===== config.mk =====
export PLATFORM = sky130hd
export DESIGN_NAME = battery_level_detector
export DESIGN_NICKNAME = d
export VERILOG_FILES = /design/src/bld_pkg.sv /design/src/battery_level_detector.sv /design/src/bld_ram.sv /design/src/bld_mul.sv
export SDC_FILE = /design/constraint.sdc
export NUM_CORES = 2
export LEC_CHECK = 0
export ABC_AREA = 1
export BUFFER_PORTS_ARGS = -buffer_cell sky130_fd_sc_hd__buf_2
export CORE_MARGIN = 1
export CORE_UTILIZATION = 55
export DETAILED_ROUTE_END_ITERATION = 16
export GPL_ROUTABILITY_DRIVEN = 0
export PLACE_DENSITY = 0.76
export SLEW_MARGIN = 0
export SYNTH_ARGS = -nofsm -noshare
export SYNTH_HDL_FRONTEND = slang
export SYNTH_SLANG_ARGS = --single-unit

===== constraint.sdc =====
create_clock -name clk -period 12.1 [get_ports clk]
set_clock_uncertainty 0.05 [all_clocks]
set_input_delay 0.605 -clock clk [delete_from_list [all_inputs] [get_ports clk]]
set_output_delay 0.605 -clock clk [all_outputs]
set_load 0.1 [all_outputs]

===== src/bld_pkg.sv =====
// Shared types and constants for the battery level detector.
// No dependencies; imported by the top level, the multiplier and the testbench.
package bld_pkg;

  // Command codes of one request.
  localparam logic [1:0] CMD_TICK  = 2'd0;
  localparam logic [1:0] CMD_READ  = 2'd1;
  localparam logic [1:0] CMD_WRITE = 2'd2;
  localparam logic [1:0] CMD_LOAD  = 2'd3;

  // Register byte addresses of the request channel.
  localparam logic [4:0] REG_CTL0  = 5'd0;
  localparam logic [4:0] REG_CTL1  = 5'd1;
  localparam logic [4:0] REG_CTL2  = 5'd2;
  localparam logic [4:0] REG_SOLAR = 5'd3;

  // Configuration register indexes.
  localparam logic [2:0] CFG_ERROR    = 3'd0;
  localparam logic [2:0] CFG_INIT     = 3'd1;
  localparam logic [2:0] CFG_TEST     = 3'd2;
  localparam logic [2:0] CFG_CPS      = 3'd3;
  localparam logic [2:0] CFG_SOLAR_TH = 3'd4;

  // Register field masks and bit positions.
  localparam logic [7:0] SEL_MASK   = 8'h1F;
  localparam logic [7:0] IC_MASK    = 8'h37;
  localparam logic [7:0] SLOW_MASK  = 8'h0F;
  localparam int         CTL1_START = 0;
  localparam int         CTL1_MODE  = 2;
  localparam int         IC_END_EN  = 4;
  localparam int         IC_LOW_EN  = 5;
  localparam logic [2:0] IV_REPEAT  = 3'h7;
  localparam logic [2:0] IV_NONE    = 3'h0;

  // Fixed field widths.
  localparam int FRAC_BITS = 16;
  localparam int WDATA_BITS = 13;

  // Status of the shared multiplier.
  typedef struct packed {
    logic busy;
    logic done;
  } mul_sts_t;

endpackage


===== src/battery_level_detector.sv =====
// Battery level detector top level: request decode, test sequencer, APB registers.
// Depends on bld_pkg, bld_ram (threshold table) and bld_mul (shared multiplier).
//
// Each request is a tick, a register read, a register write or a threshold table
// load, and produces exactly one result. Register reads, writes, loads and ticks
// that make no level decision go from acceptance through the execute and finish
// states to the result register. A tick that must judge the battery level runs
// the single shift-add multiplier up to three times (threshold times error, then
// the two sides of the in-band timing compare) at one bit per cycle, plus the
// low-band, high-band and final compare steps. The block takes one request at a
// time; a new request is taken while the previous result still waits on out_ready.
// The threshold table powers up undefined: load every entry that will be selected.
module battery_level_detector #(
  parameter int THRESHOLD_ENTRIES = 32,
  parameter int VOLT_BITS         = 13,
  parameter int TIMER_BITS        = 24
) (
  input  logic                              clk,
  input  logic                              rst_n,
  input  logic                              in_valid,
  output logic                              in_ready,
  input  logic [1:0]                        in_command,
  input  logic [4:0]                        in_address,
  input  logic [bld_pkg::WDATA_BITS-1:0]    in_write_data,
  input  logic [VOLT_BITS-1:0]              in_battery_mv,
  input  logic [VOLT_BITS-1:0]              in_solar_mv,
  output logic                              out_valid,
  input  logic                              out_ready,
  output logic [7:0]                        out_read_data,
  output logic                              out_low_interrupt,
  output logic                              out_end_interrupt,
  input  logic                              cfg_psel,
  input  logic                              cfg_penable,
  input  logic                              cfg_pwrite,
  input  logic [4:0]                        cfg_paddr,
  input  logic [31:0]                       cfg_pwdata,
  output logic [31:0]                       cfg_prdata,
  output logic                              cfg_pready
);
  import bld_pkg::*;

  localparam int VW = VOLT_BITS;
  localparam int DW = VW + FRAC_BITS;   // threshold times error
  localparam int AW = DW + 1;           // in-band distance term
  localparam int PW = AW + FRAC_BITS;   // multiplier product
  localparam int TW = TIMER_BITS;
  localparam int IW = $clog2(THRESHOLD_ENTRIES);
  localparam logic [TW-1:0] TMASK = {TW{1'b1}};

  typedef enum logic [6:0] {
    ST_IDLE = 7'b0000001,
    ST_EXEC = 7'b0000010,
    ST_MUL  = 7'b0000100,
    ST_LO   = 7'b0001000,
    ST_HI   = 7'b0010000,
    ST_RES  = 7'b0100000,
    ST_FIN  = 7'b1000000
  } state_t;

  typedef enum logic [2:0] {
    PH_D = 3'b001,
    PH_L = 3'b010,
    PH_R = 3'b100
  } phase_t;

  // Sequencer and request capture.
  state_t state_r, state_nxt;
  phase_t phase_r, phase_nxt;
  logic [1:0]            cmd_r;
  logic [4:0]            addr_r;
  logic [WDATA_BITS-1:0] wd_r;
  logic [VW-1:0]         bat_r, sol_r;

  // Block state.
  logic [4:0]    sel_r, sel_nxt;
  logic [5:0]    ic_r, ic_nxt;
  logic          mode_r, mode_nxt, en_r, en_nxt, flag_r, flag_nxt;
  logic          run_r, run_nxt, amode_r, amode_nxt, arep_r, arep_nxt;
  logic [VW-1:0] athr_r, athr_nxt;
  logic          rdone_r, rdone_nxt;
  logic [TW-1:0] timer_r, timer_nxt, delay_r, delay_nxt;
  logic [3:0]    slow_r, slow_nxt;

  // Configuration registers.
  logic [15:0] err_r, init_r, test_r;
  logic [23:0] cps_r;
  logic [12:0] sthr_r;

  // Datapath holding registers.
  logic [DW-1:0] draw_r, draw_nxt;
  logic [AW-1:0] x_r, x_nxt;
  logic          xneg_r, xneg_nxt, hip_r, hip_nxt;
  logic [PW-1:0] lhs_r, lhs_nxt;

  // Pending result and output register.
  logic [7:0] rd_r, rd_nxt;
  logic       low_r, low_nxt, end_r, end_nxt;
  logic       out_valid_r, out_valid_nxt;
  logic [7:0] out_rd_r, out_rd_nxt;
  logic       out_low_r, out_low_nxt, out_end_r, out_end_nxt;

  // Multiplier hookup.
  logic                  mul_go;
  logic [AW-1:0]         mul_a;
  logic [FRAC_BITS-1:0]  mul_b;
  mul_sts_t              mul_sts;
  logic [PW-1:0]         mul_prod;

  // Threshold table.
  logic          ram_we;
  logic [VW-1:0] ram_rdata, sel_thr;

  // Working values.
  logic [TW-1:0]   timer_inc;
  logic [2:0]      iv;
  logic [31:0]     delay_raw;
  logic [TW-1:0]   delay_sat;
  logic            start_req, start_mode, start_rep;
  logic [7:0]      wbyte;
  logic [15:0]     n_ticks, s_ticks;
  logic [DW-1:0]   dd, v_sh, t_sh;
  logic [DW:0]     t_hi;
  logic signed [VW:0]   dlt;
  logic signed [DW:0]   dlt_sh;
  logic            hip_now;
  logic signed [AW:0]   xs;
  logic            cfg_wr;

  bld_ram #(.WIDTH(VW), .DEPTH(THRESHOLD_ENTRIES)) u_table (
    .clk   (clk),
    .we    (ram_we),
    .waddr (addr_r[IW-1:0]),
    .wdata (VW'(wd_r)),
    .raddr (sel_r[IW-1:0]),
    .rdata (ram_rdata)
  );

  bld_mul #(.AW(AW), .BW(FRAC_BITS)) u_mul (
    .clk   (clk),
    .rst_n (rst_n),
    .start (mul_go),
    .a     (mul_a),
    .b     (mul_b),
    .sts   (mul_sts),
    .prod  (mul_prod)
  );

  assign in_ready = (state_r == ST_IDLE);

  // A selection past the table end reads as threshold zero.
  assign sel_thr = ({1'b0, sel_r} < 6'(THRESHOLD_ENTRIES)) ? ram_rdata : '0;

  assign timer_inc = timer_r + 1'b1;
  assign iv        = ic_r[2:0];
  assign delay_raw = 32'(cps_r) >> iv;
  assign delay_sat = (delay_raw > 32'(TMASK)) ? TMASK : TW'(delay_raw);
  assign wbyte     = wd_r[7:0];

  // Tick counts since the decision window opened and its length.
  assign n_ticks = timer_r[15:0] - init_r;
  assign s_ticks = test_r - init_r;

  // Band edges: threshold scaled by 65536, plus or minus threshold times error.
  assign dd     = (draw_r == '0) ? DW'(1) : draw_r;
  assign v_sh   = {bat_r, {FRAC_BITS{1'b0}}};
  assign t_sh   = {athr_r, {FRAC_BITS{1'b0}}};
  assign t_hi   = {1'b0, t_sh} + {1'b0, draw_r};
  assign dlt    = $signed({1'b0, bat_r}) - $signed({1'b0, athr_r});
  assign dlt_sh = {dlt, {FRAC_BITS{1'b0}}};
  assign hip_now = amode_r || (dlt > 0);
  assign xs = hip_now ? ($signed({2'b00, dd}) - $signed({dlt_sh[DW], dlt_sh}))
                      : ($signed({2'b00, dd}) + $signed({dlt_sh[DW], dlt_sh}));

  assign cfg_wr = cfg_psel && cfg_penable && cfg_pwrite && cfg_pready;

  always_comb begin
    state_nxt     = state_r;
    phase_nxt     = phase_r;
    sel_nxt       = sel_r;
    ic_nxt        = ic_r;
    mode_nxt      = mode_r;
    en_nxt        = en_r;
    flag_nxt      = flag_r;
    run_nxt       = run_r;
    amode_nxt     = amode_r;
    arep_nxt      = arep_r;
    athr_nxt      = athr_r;
    rdone_nxt     = rdone_r;
    timer_nxt     = timer_r;
    delay_nxt     = delay_r;
    slow_nxt      = slow_r;
    draw_nxt      = draw_r;
    x_nxt         = x_r;
    xneg_nxt      = xneg_r;
    hip_nxt       = hip_r;
    lhs_nxt       = lhs_r;
    rd_nxt        = rd_r;
    low_nxt       = low_r;
    end_nxt       = end_r;
    out_valid_nxt = out_valid_r;
    out_rd_nxt    = out_rd_r;
    out_low_nxt   = out_low_r;
    out_end_nxt   = out_end_r;
    mul_go        = 1'b0;
    mul_a         = '0;
    mul_b         = '0;
    ram_we        = 1'b0;
    start_req     = 1'b0;
    start_mode    = mode_r;
    start_rep     = 1'b0;

    // Drop the shown result once the consumer takes it.
    if (out_valid_r && out_ready) begin
      out_valid_nxt = 1'b0;
    end

    case (state_r)
      ST_IDLE: begin
        if (in_valid) begin
          rd_nxt    = '0;
          low_nxt   = 1'b0;
          end_nxt   = 1'b0;
          state_nxt = ST_EXEC;
        end
      end

      ST_EXEC: begin
        state_nxt = ST_FIN;
        case (cmd_r)
          CMD_TICK: begin
            if (run_r) begin
              timer_nxt = timer_inc;
              if (timer_inc >= TW'(test_r)) begin
                // End of test: stop, then repeat, idle or wait out the interval.
                run_nxt = 1'b0;
                if (iv == IV_NONE) begin
                  end_nxt = ic_r[IC_END_EN];
                  en_nxt  = 1'b0;
                end else if (arep_r) begin
                  start_req = 1'b1;
                  start_rep = (iv == IV_REPEAT);
                end else begin
                  end_nxt   = ic_r[IC_END_EN];
                  timer_nxt = '0;
                  delay_nxt = delay_sat;
                end
              end else if (!(timer_inc < TW'(init_r)) && !rdone_r) begin
                // Decision window open: form threshold times error first.
                mul_go    = 1'b1;
                mul_a     = AW'(athr_r);
                mul_b     = err_r;
                phase_nxt = PH_D;
                state_nxt = ST_MUL;
              end
            end else if (en_r) begin
              timer_nxt = timer_inc;
              if (timer_inc >= delay_r) begin
                start_req = 1'b1;
                start_rep = (iv == IV_REPEAT);
              end
            end
          end
          CMD_READ: begin
            case (addr_r)
              REG_CTL0:  rd_nxt = {3'b000, sel_r};
              REG_CTL1:  rd_nxt = {5'b00000, mode_r, flag_r, en_r};
              REG_CTL2:  rd_nxt = {2'b00, ic_r};
              REG_SOLAR: rd_nxt = {3'b000, (16'(sol_r) >= 16'(sthr_r)), slow_r};
              default:   rd_nxt = '0;
            endcase
          end
          CMD_WRITE: begin
            case (addr_r)
              REG_CTL0:  sel_nxt = 5'(wbyte & SEL_MASK);
              REG_CTL1: begin
                mode_nxt   = wbyte[CTL1_MODE];
                start_mode = wbyte[CTL1_MODE];
                if (wbyte[CTL1_START]) begin
                  en_nxt    = 1'b1;
                  start_req = !run_r;
                end else begin
                  en_nxt  = 1'b0;
                  run_nxt = 1'b0;
                end
              end
              REG_CTL2:  ic_nxt   = 6'(wbyte & IC_MASK);
              REG_SOLAR: slow_nxt = 4'(wbyte & SLOW_MASK);
              default: ;
            endcase
          end
          CMD_LOAD: begin
            ram_we = ({1'b0, addr_r} < 6'(THRESHOLD_ENTRIES));
          end
          default: ;
        endcase
      end

      ST_MUL: begin
        if (mul_sts.done) begin
          case (phase_r)
            PH_D: begin
              draw_nxt  = DW'(mul_prod);
              state_nxt = ST_LO;
            end
            PH_L: begin
              lhs_nxt = mul_prod;
              if (xneg_r) begin
                // Negative right side: the timing compare holds already.
                state_nxt = ST_FIN;
                if (hip_r) begin
                  flag_nxt  = 1'b1;
                  rdone_nxt = 1'b1;
                end else begin
                  flag_nxt  = 1'b0;
                  rdone_nxt = 1'b1;
                  low_nxt   = ic_r[IC_LOW_EN];
                end
              end else begin
                mul_go    = 1'b1;
                mul_a     = x_r;
                mul_b     = s_ticks;
                phase_nxt = PH_R;
              end
            end
            PH_R: state_nxt = ST_RES;
            default: state_nxt = ST_FIN;
          endcase
        end
      end

      ST_LO: begin
        if (v_sh < (t_sh - draw_r)) begin
          flag_nxt  = 1'b0;
          rdone_nxt = 1'b1;
          low_nxt   = ic_r[IC_LOW_EN];
          state_nxt = ST_FIN;
        end else begin
          state_nxt = ST_HI;
        end
      end

      ST_HI: begin
        if ({1'b0, v_sh} > t_hi) begin
          flag_nxt  = 1'b1;
          rdone_nxt = 1'b1;
          state_nxt = ST_FIN;
        end else begin
          // In band: place the decision tick by the relative distance.
          hip_nxt   = hip_now;
          x_nxt     = xs[AW-1:0];
          xneg_nxt  = xs[AW];
          mul_go    = 1'b1;
          mul_a     = AW'(dd);
          mul_b     = n_ticks;
          phase_nxt = PH_L;
          state_nxt = ST_MUL;
        end
      end

      ST_RES: begin
        state_nxt = ST_FIN;
        if ({lhs_r, 1'b0} >= {1'b0, mul_prod}) begin
          rdone_nxt = 1'b1;
          if (hip_r) begin
            flag_nxt = 1'b1;
          end else begin
            flag_nxt = 1'b0;
            low_nxt  = ic_r[IC_LOW_EN];
          end
        end
      end

      ST_FIN: begin
        // Hold until the output register is free, then advance the result.
        if (!out_valid_r || out_ready) begin
          out_valid_nxt = 1'b1;
          out_rd_nxt    = rd_r;
          out_low_nxt   = low_r;
          out_end_nxt   = end_r;
          state_nxt     = ST_IDLE;
        end
      end

      default: state_nxt = ST_IDLE;
    endcase

    // Start a test: latch the mode, repeat flag and selected threshold.
    if (start_req) begin
      run_nxt   = 1'b1;
      amode_nxt = start_mode;
      arep_nxt  = start_rep;
      athr_nxt  = sel_thr;
      rdone_nxt = 1'b0;
      timer_nxt = '0;
    end
  end

  always_ff @(posedge clk) begin
    if (!rst_n) begin
      state_r     <= ST_IDLE;
      phase_r     <= PH_D;
      sel_r       <= '0;
      ic_r        <= '0;
      mode_r      <= 1'b0;
      en_r        <= 1'b0;
      flag_r      <= 1'b1;
      run_r       <= 1'b0;
      amode_r     <= 1'b0;
      arep_r      <= 1'b0;
      athr_r      <= '0;
      rdone_r     <= 1'b0;
      timer_r     <= '0;
      delay_r     <= '0;
      slow_r      <= '0;
      out_valid_r <= 1'b0;
      err_r       <= 16'd3277;
      init_r      <= 16'd16;
      test_r      <= 16'd256;
      cps_r       <= 24'd1048576;
      sthr_r      <= 13'd1000;
    end else begin
      state_r     <= state_nxt;
      phase_r     <= phase_nxt;
      sel_r       <= sel_nxt;
      ic_r        <= ic_nxt;
      mode_r      <= mode_nxt;
      en_r        <= en_nxt;
      flag_r      <= flag_nxt;
      run_r       <= run_nxt;
      amode_r     <= amode_nxt;
      arep_r      <= arep_nxt;
      athr_r      <= athr_nxt;
      rdone_r     <= rdone_nxt;
      timer_r     <= timer_nxt;
      delay_r     <= delay_nxt;
      slow_r      <= slow_nxt;
      out_valid_r <= out_valid_nxt;
      if (cfg_wr) begin
        case (cfg_paddr[4:2])
          CFG_ERROR:    err_r  <= cfg_pwdata[15:0];
          CFG_INIT:     init_r <= cfg_pwdata[15:0];
          CFG_TEST:     test_r <= cfg_pwdata[15:0];
          CFG_CPS:      cps_r  <= cfg_pwdata[23:0];
          CFG_SOLAR_TH: sthr_r <= cfg_pwdata[12:0];
          default: ;
        endcase
      end
    end
  end

  // Payload registers.
  always_ff @(posedge clk) begin
    if (state_r == ST_IDLE && in_valid) begin
      cmd_r  <= in_command;
      addr_r <= in_address;
      wd_r   <= in_write_data;
      bat_r  <= in_battery_mv;
      sol_r  <= in_solar_mv;
    end
    draw_r    <= draw_nxt;
    x_r       <= x_nxt;
    xneg_r    <= xneg_nxt;
    hip_r     <= hip_nxt;
    lhs_r     <= lhs_nxt;
    rd_r      <= rd_nxt;
    low_r     <= low_nxt;
    end_r     <= end_nxt;
    out_rd_r  <= out_rd_nxt;
    out_low_r <= out_low_nxt;
    out_end_r <= out_end_nxt;
  end

  always_comb begin
    case (cfg_paddr[4:2])
      CFG_ERROR:    cfg_prdata = 32'(err_r);
      CFG_INIT:     cfg_prdata = 32'(init_r);
      CFG_TEST:     cfg_prdata = 32'(test_r);
      CFG_CPS:      cfg_prdata = 32'(cps_r);
      CFG_SOLAR_TH: cfg_prdata = 32'(sthr_r);
      default:      cfg_prdata = '0;
    endcase
  end

  assign cfg_pready        = 1'b1;
  assign out_valid         = out_valid_r;
  assign out_read_data     = out_rd_r;
  assign out_low_interrupt = out_low_r;
  assign out_end_interrupt = out_end_r;

`ifndef NO_ASSERTIONS
  // The multiplier never runs while a new request may be taken.
  a_idle_mul: assert property (@(posedge clk) disable iff (!rst_n)
    in_ready |-> !mul_sts.busy)
    else $error("multiplier busy while idle");

  // Multiplier results arrive only while the sequencer waits for them.
  a_done_mul: assert property (@(posedge clk) disable iff (!rst_n)
    mul_sts.done |-> (state_r == ST_MUL))
    else $error("multiplier result outside wait state");

  // The final compare always follows a multiplier pass.
  a_res_order: assert property (@(posedge clk) disable iff (!rst_n)
    (state_r == ST_RES) |-> ($past(state_r) == ST_MUL))
    else $error("compare step without multiplier pass");

  // Interrupts come from ticks only, which never carry read data.
  a_int_rd: assert property (@(posedge clk) disable iff (!rst_n)
    (out_valid && (out_low_interrupt || out_end_interrupt)) |-> (out_read_data == 8'd0))
    else $error("interrupt with read data");
`endif

endmodule


===== src/bld_ram.sv =====
// Generic single-port-write RAM with registered read.
// No dependencies.
module bld_ram #(
  parameter int WIDTH = 13,
  parameter int DEPTH = 32
) (
  input  logic                     clk,
  input  logic                     we,
  input  logic [$clog2(DEPTH)-1:0] waddr,
  input  logic [WIDTH-1:0]         wdata,
  input  logic [$clog2(DEPTH)-1:0] raddr,
  output logic [WIDTH-1:0]         rdata
);

  logic [WIDTH-1:0] mem_r [DEPTH];

  always_ff @(posedge clk) begin
    if (we) begin
      mem_r[waddr] <= wdata;
    end
    rdata <= mem_r[raddr];
  end

endmodule


===== src/bld_mul.sv =====
// Shift-add multiplier, one multiplier bit per cycle.
// Depends on bld_pkg for the status struct.
module bld_mul #(
  parameter int AW = 30,
  parameter int BW = 16
) (
  input  logic              clk,
  input  logic              rst_n,
  input  logic              start,
  input  logic [AW-1:0]     a,
  input  logic [BW-1:0]     b,
  output bld_pkg::mul_sts_t sts,
  output logic [AW+BW-1:0]  prod
);
  import bld_pkg::*;

  localparam int PW = AW + BW;
  localparam int CW = $clog2(BW);
  localparam logic [CW-1:0] LAST = CW'(BW - 1);

  logic [PW-1:0] a_r, acc_r;
  logic [BW-1:0] b_r;
  logic [CW-1:0] cnt_r;
  logic          busy_r, done_r;

  always_ff @(posedge clk) begin
    if (!rst_n) begin
      busy_r <= 1'b0;
      done_r <= 1'b0;
      cnt_r  <= '0;
    end else begin
      done_r <= 1'b0;
      if (start) begin
        busy_r <= 1'b1;
        cnt_r  <= '0;
      end else if (busy_r) begin
        cnt_r <= cnt_r + 1'b1;
        if (cnt_r == LAST) begin
          busy_r <= 1'b0;
          done_r <= 1'b1;
        end
      end
    end
  end

  always_ff @(posedge clk) begin
    if (start) begin
      a_r   <= PW'(a);
      b_r   <= b;
      acc_r <= '0;
    end else if (busy_r) begin
      if (b_r[0]) begin
        acc_r <= acc_r + a_r;
      end
      a_r <= a_r << 1;
      b_r <= b_r >> 1;
    end
  end

  assign sts.busy = busy_r;
  assign sts.done = done_r;
  assign prod     = acc_r;

endmodule


==> run metrics <==
largest net degree at the start of global routing 112; Hold Path Origin in_solar_mv[1]; number of clock sinks between 800 and 900; mux share of post-synthesis cell area less than 1%; Final ANT Viol Nets 0; FP Rows roughly 110; Final period util 49.0%; via count approximately 37,000; Yosys top cell area share between 40% and 50%; Yosys cell types slightly above 60; commonest non-fill, non-tap cell in the layout nand2_1; Arr. time, crit path around 6.4 ns; TNS Setup 0 ns; Post-Synth XOR/XNOR Area about 2.1%; Iteration-0 DRC Markers about 4,300; Power per Cell Area approximately 160 mW/mm²; fmax approximately 170 MHz; type of the worst setup path reg -> reg; clock root buffer clkbuf_16; DR WL/cell about 20 µm; TritonCTS buffer count between 90 and 100; largest family of logic cells by synthesized area simple AND/OR/NAND/NOR gates; type of the most critical hold path in -> reg; total gr overflow 0; router iterations before antenna repair 6; top post-synthesis cells by area edfxtp_1 (41%), dfxtp_1 (11%), ha_1 (7.3%); H-tree depth 3; vias per cell 6.00; hold depth 1; worst path required time about 13 ns; status complete, no violations; die area between 0.08 and 0.09 mm²; yosys warns 0; Avg Cell Area, Syn approximately 9 µm²; final net count between 5,000 and 6,000; Post-synth EDFFs 631; GR Util All Layers 29.3%; Die Span X 291 µm; worst-path fanout max between 40 and 50; I/O pin count 135; post-synthesis register bit count a little under 900; Chip Height ~290 µm; most area-hungry cell type in the Yosys netlist edfxtp_1; Fin. Hold Viols 0; Post-Synth Simple-Gate Area approximately 16%; Slew Limit Fails 0; Syn Inst Count roughly 5,000; Slew headroom approximately 11%; Cell Area, Synth roughly 0.046 mm²; RR Endpoint u_mul.a_r[8]; VDD IR-drop max 150 µV; worst r2r path cells 26; vias in the first global route 35,300; Compound-Gate Fraction of Synth Area ~15%; Worst setup EP type flip-flop; buffer depth of the longest clock path 3; DRC errors left 0; ys flop type edfxtp_1; unrepaired setup endpoints after global routing false; sequential share of the synthesized area between 50% and 60%; routed wire length roughly 130,000 µm; layout cells sized above 1 about 7.5%; Clock Latency Late Sink 0.72 ns; max cap viols 0; reg2reg start athr_r[0]; Synth Area in Adders 7.59%; r2r setup slk slightly above 6 ns; PortBufs between 100 and 150; first-pass GRT wire length a little under 200,000 µm; commonest non-fill, non-tap cells in the layout nand2_1 (730), edfxtp_1 (631), nor2_1 (599); initial antenna violation count 2; hpwl dp about 84,000 µm; fin crit period between 5 and 6 ns; floorplan core area 0.0824 mm²; Pleak about 20 nW; async set-reset flop share out of synthesis 0%; Initial Util 55.8%; Worst-Margin Slew about 1.3 ns; Pwr Total just over 8 mW; clock-pin slew on the worst setup and hold paths around 0.060 ns; Hold EP sol_r[1]; setup violators final 0; CTS tree done; synthesis-to-layout area growth 10.5%; CP Launch Type flip-flop
metal layers:
layer | up-vias | wire [µm] | share of wire [%] | track usage (%)
li1 | 17500 | - | - | -
met1 | 17600 | 51100 | 40 | 39.1
met2 | 1828 | 58300 | 46 | 47.7
met3 | 316 | 11700 | 9.3 | 4.55
met4 | 2 | 5180 | 4.1 | 11.8
met5 | - | 13 | 0.010 | 0
sequential cells by signal, summed over array words and instances (netlist names), 24 cells and up:
name	count
u_table.mem_r	416
lhs_r	46
u_mul.a_r	46
u_mul.prod	46
x_r	30
draw_r	29
cps_r	24
delay_r	24
timer_r	24
cells in the mapped netlist (all sizes together) (2+ instances only):
cell type,instances
fa,6
a31oi,38
nor4,15
o211ai,60
nand3,239
and2,5
conb,2
o21a,7
dfxtp,259
o221ai,83
a41oi,5
inv,535
nand4,71
o21bai,12
nor3,58
buf,49
a221oi,16
o2111ai,4
o31ai,6
a32oi,12
xnor2,30
a21o,13
a22oi,22
and3,3
nand3b,7
nor2,611
clkinv,5
mux2i,8
nor4b,2
ha,269
xor2,80
a211oi,13
edfxtp,631
o22ai,32
clkbuf,180
a21oi,325
or2,17
nand2,738
o21ai,518
a21boi,4
worst max-delay path: stages, from the launching register on:
cell      delay [ns]
dfxtp_1         0.42
ha_1            0.20
inv_1           0.05
fa_1            0.40
o31ai_1         0.42
nand3_1         0.16
o311ai_0        0.20
nand2_1         0.11
nand2_1         0.09
a21oi_1         0.09
o21bai_1        0.14
a21oi_1         0.09
xor2_1          0.16
ha_1            0.30
nand3_1         0.09
nor2_1          0.09
a41oi_1         0.10
nand3b_1        0.42
nand2_1         0.75
inv_2           0.42
buf_4           0.58
nand2_1         0.10
nand2_1         0.08
inv_1           0.04
nand2_1         0.04
nor2_1          0.05
nor2_1          0.12
logic make-up (layout without fill, tap and decap cells):
kind of cell,Yosys count,count (layout)
AOI/OAI and AO/OA,1174,1174
xor gates and xnor gates,111,111
adders and majority gates,275,275
buffers and inverters,769,911
DFF,890,890
muxes,8,8
other,2,12
and+or+nand+nor,1767,1767
metrics by stage:
| step | instances | area, µm² | util [%] | hold WS [ns] | worst slack (ns) |
|---|---|---|---|---|---|
| 2_1_floorplan | 5005 | 46000 | - | 0.350 | 7.15 |
| 5_1_grt | 6218 | 50800 | 61.7 | 0.00253 | 5.65 |
| 6_report | 6218 | 50800 | 61.7 | 0.0133 | 6.18 |
| 3_3_place_gp | 6025 | 47500 | 57.6 | 0.351 | 6.28 |
| 3_5_place_dp | 6025 | 47500 | 57.6 | 0.364 | 6.28 |
| 4_1_cts | 6217 | 50800 | 61.7 | 0.000446 | 6.23 |
how the worst max path moves through the flow:
stage,start,end,cells past startpoint
after floorplan,athr_r[0],u_mul.a_r[0],23
after global placement,athr_r[0],u_mul.a_r[8],26
after detailed placement,draw_r[18],u_mul.a_r[8],28
after CTS,athr_r[1],u_mul.a_r[8],25
after global routing,athr_r[1],u_mul.a_r[8],25
final,athr_r[0],u_mul.a_r[8],26
layout make-up:
| type | count | area, µm² |
|---|---|---|
| well taps | 1070 | 1340 |
| multi-input cells | 3346 | 18900 |
| diodes | 1 | 2.50 |
| flip-flops and latches | 890 | 24100 |
| clock buffers | 124 | 2530 |
| clock inverters | 49 | 616 |
| repair buffers | 198 | 1250 |
| fillers | 6669 | 31600 |
| inverters | 540 | 2030 |
power by group:
group,internal [mW],total (mW),switching (mW),leakage (nW)
Combinational,0.538,1.57,1.03,10.8
Clock,1.68,2.92,1.24,1.52
Sequential,3.52,3.71,0.187,7.83
Total,5.74,8.20,2.46,20.1
what timing repair did:
action / CTS / global route
endpoints found under the setup margin: 0 / 0
hold endpoints to repair: 19 / 0
resized for setup: 0 / 0
setup buffers: 0 / 0
hold buffers: 19 / 0
Note: power is estimated with default switching activity, not from simulation.
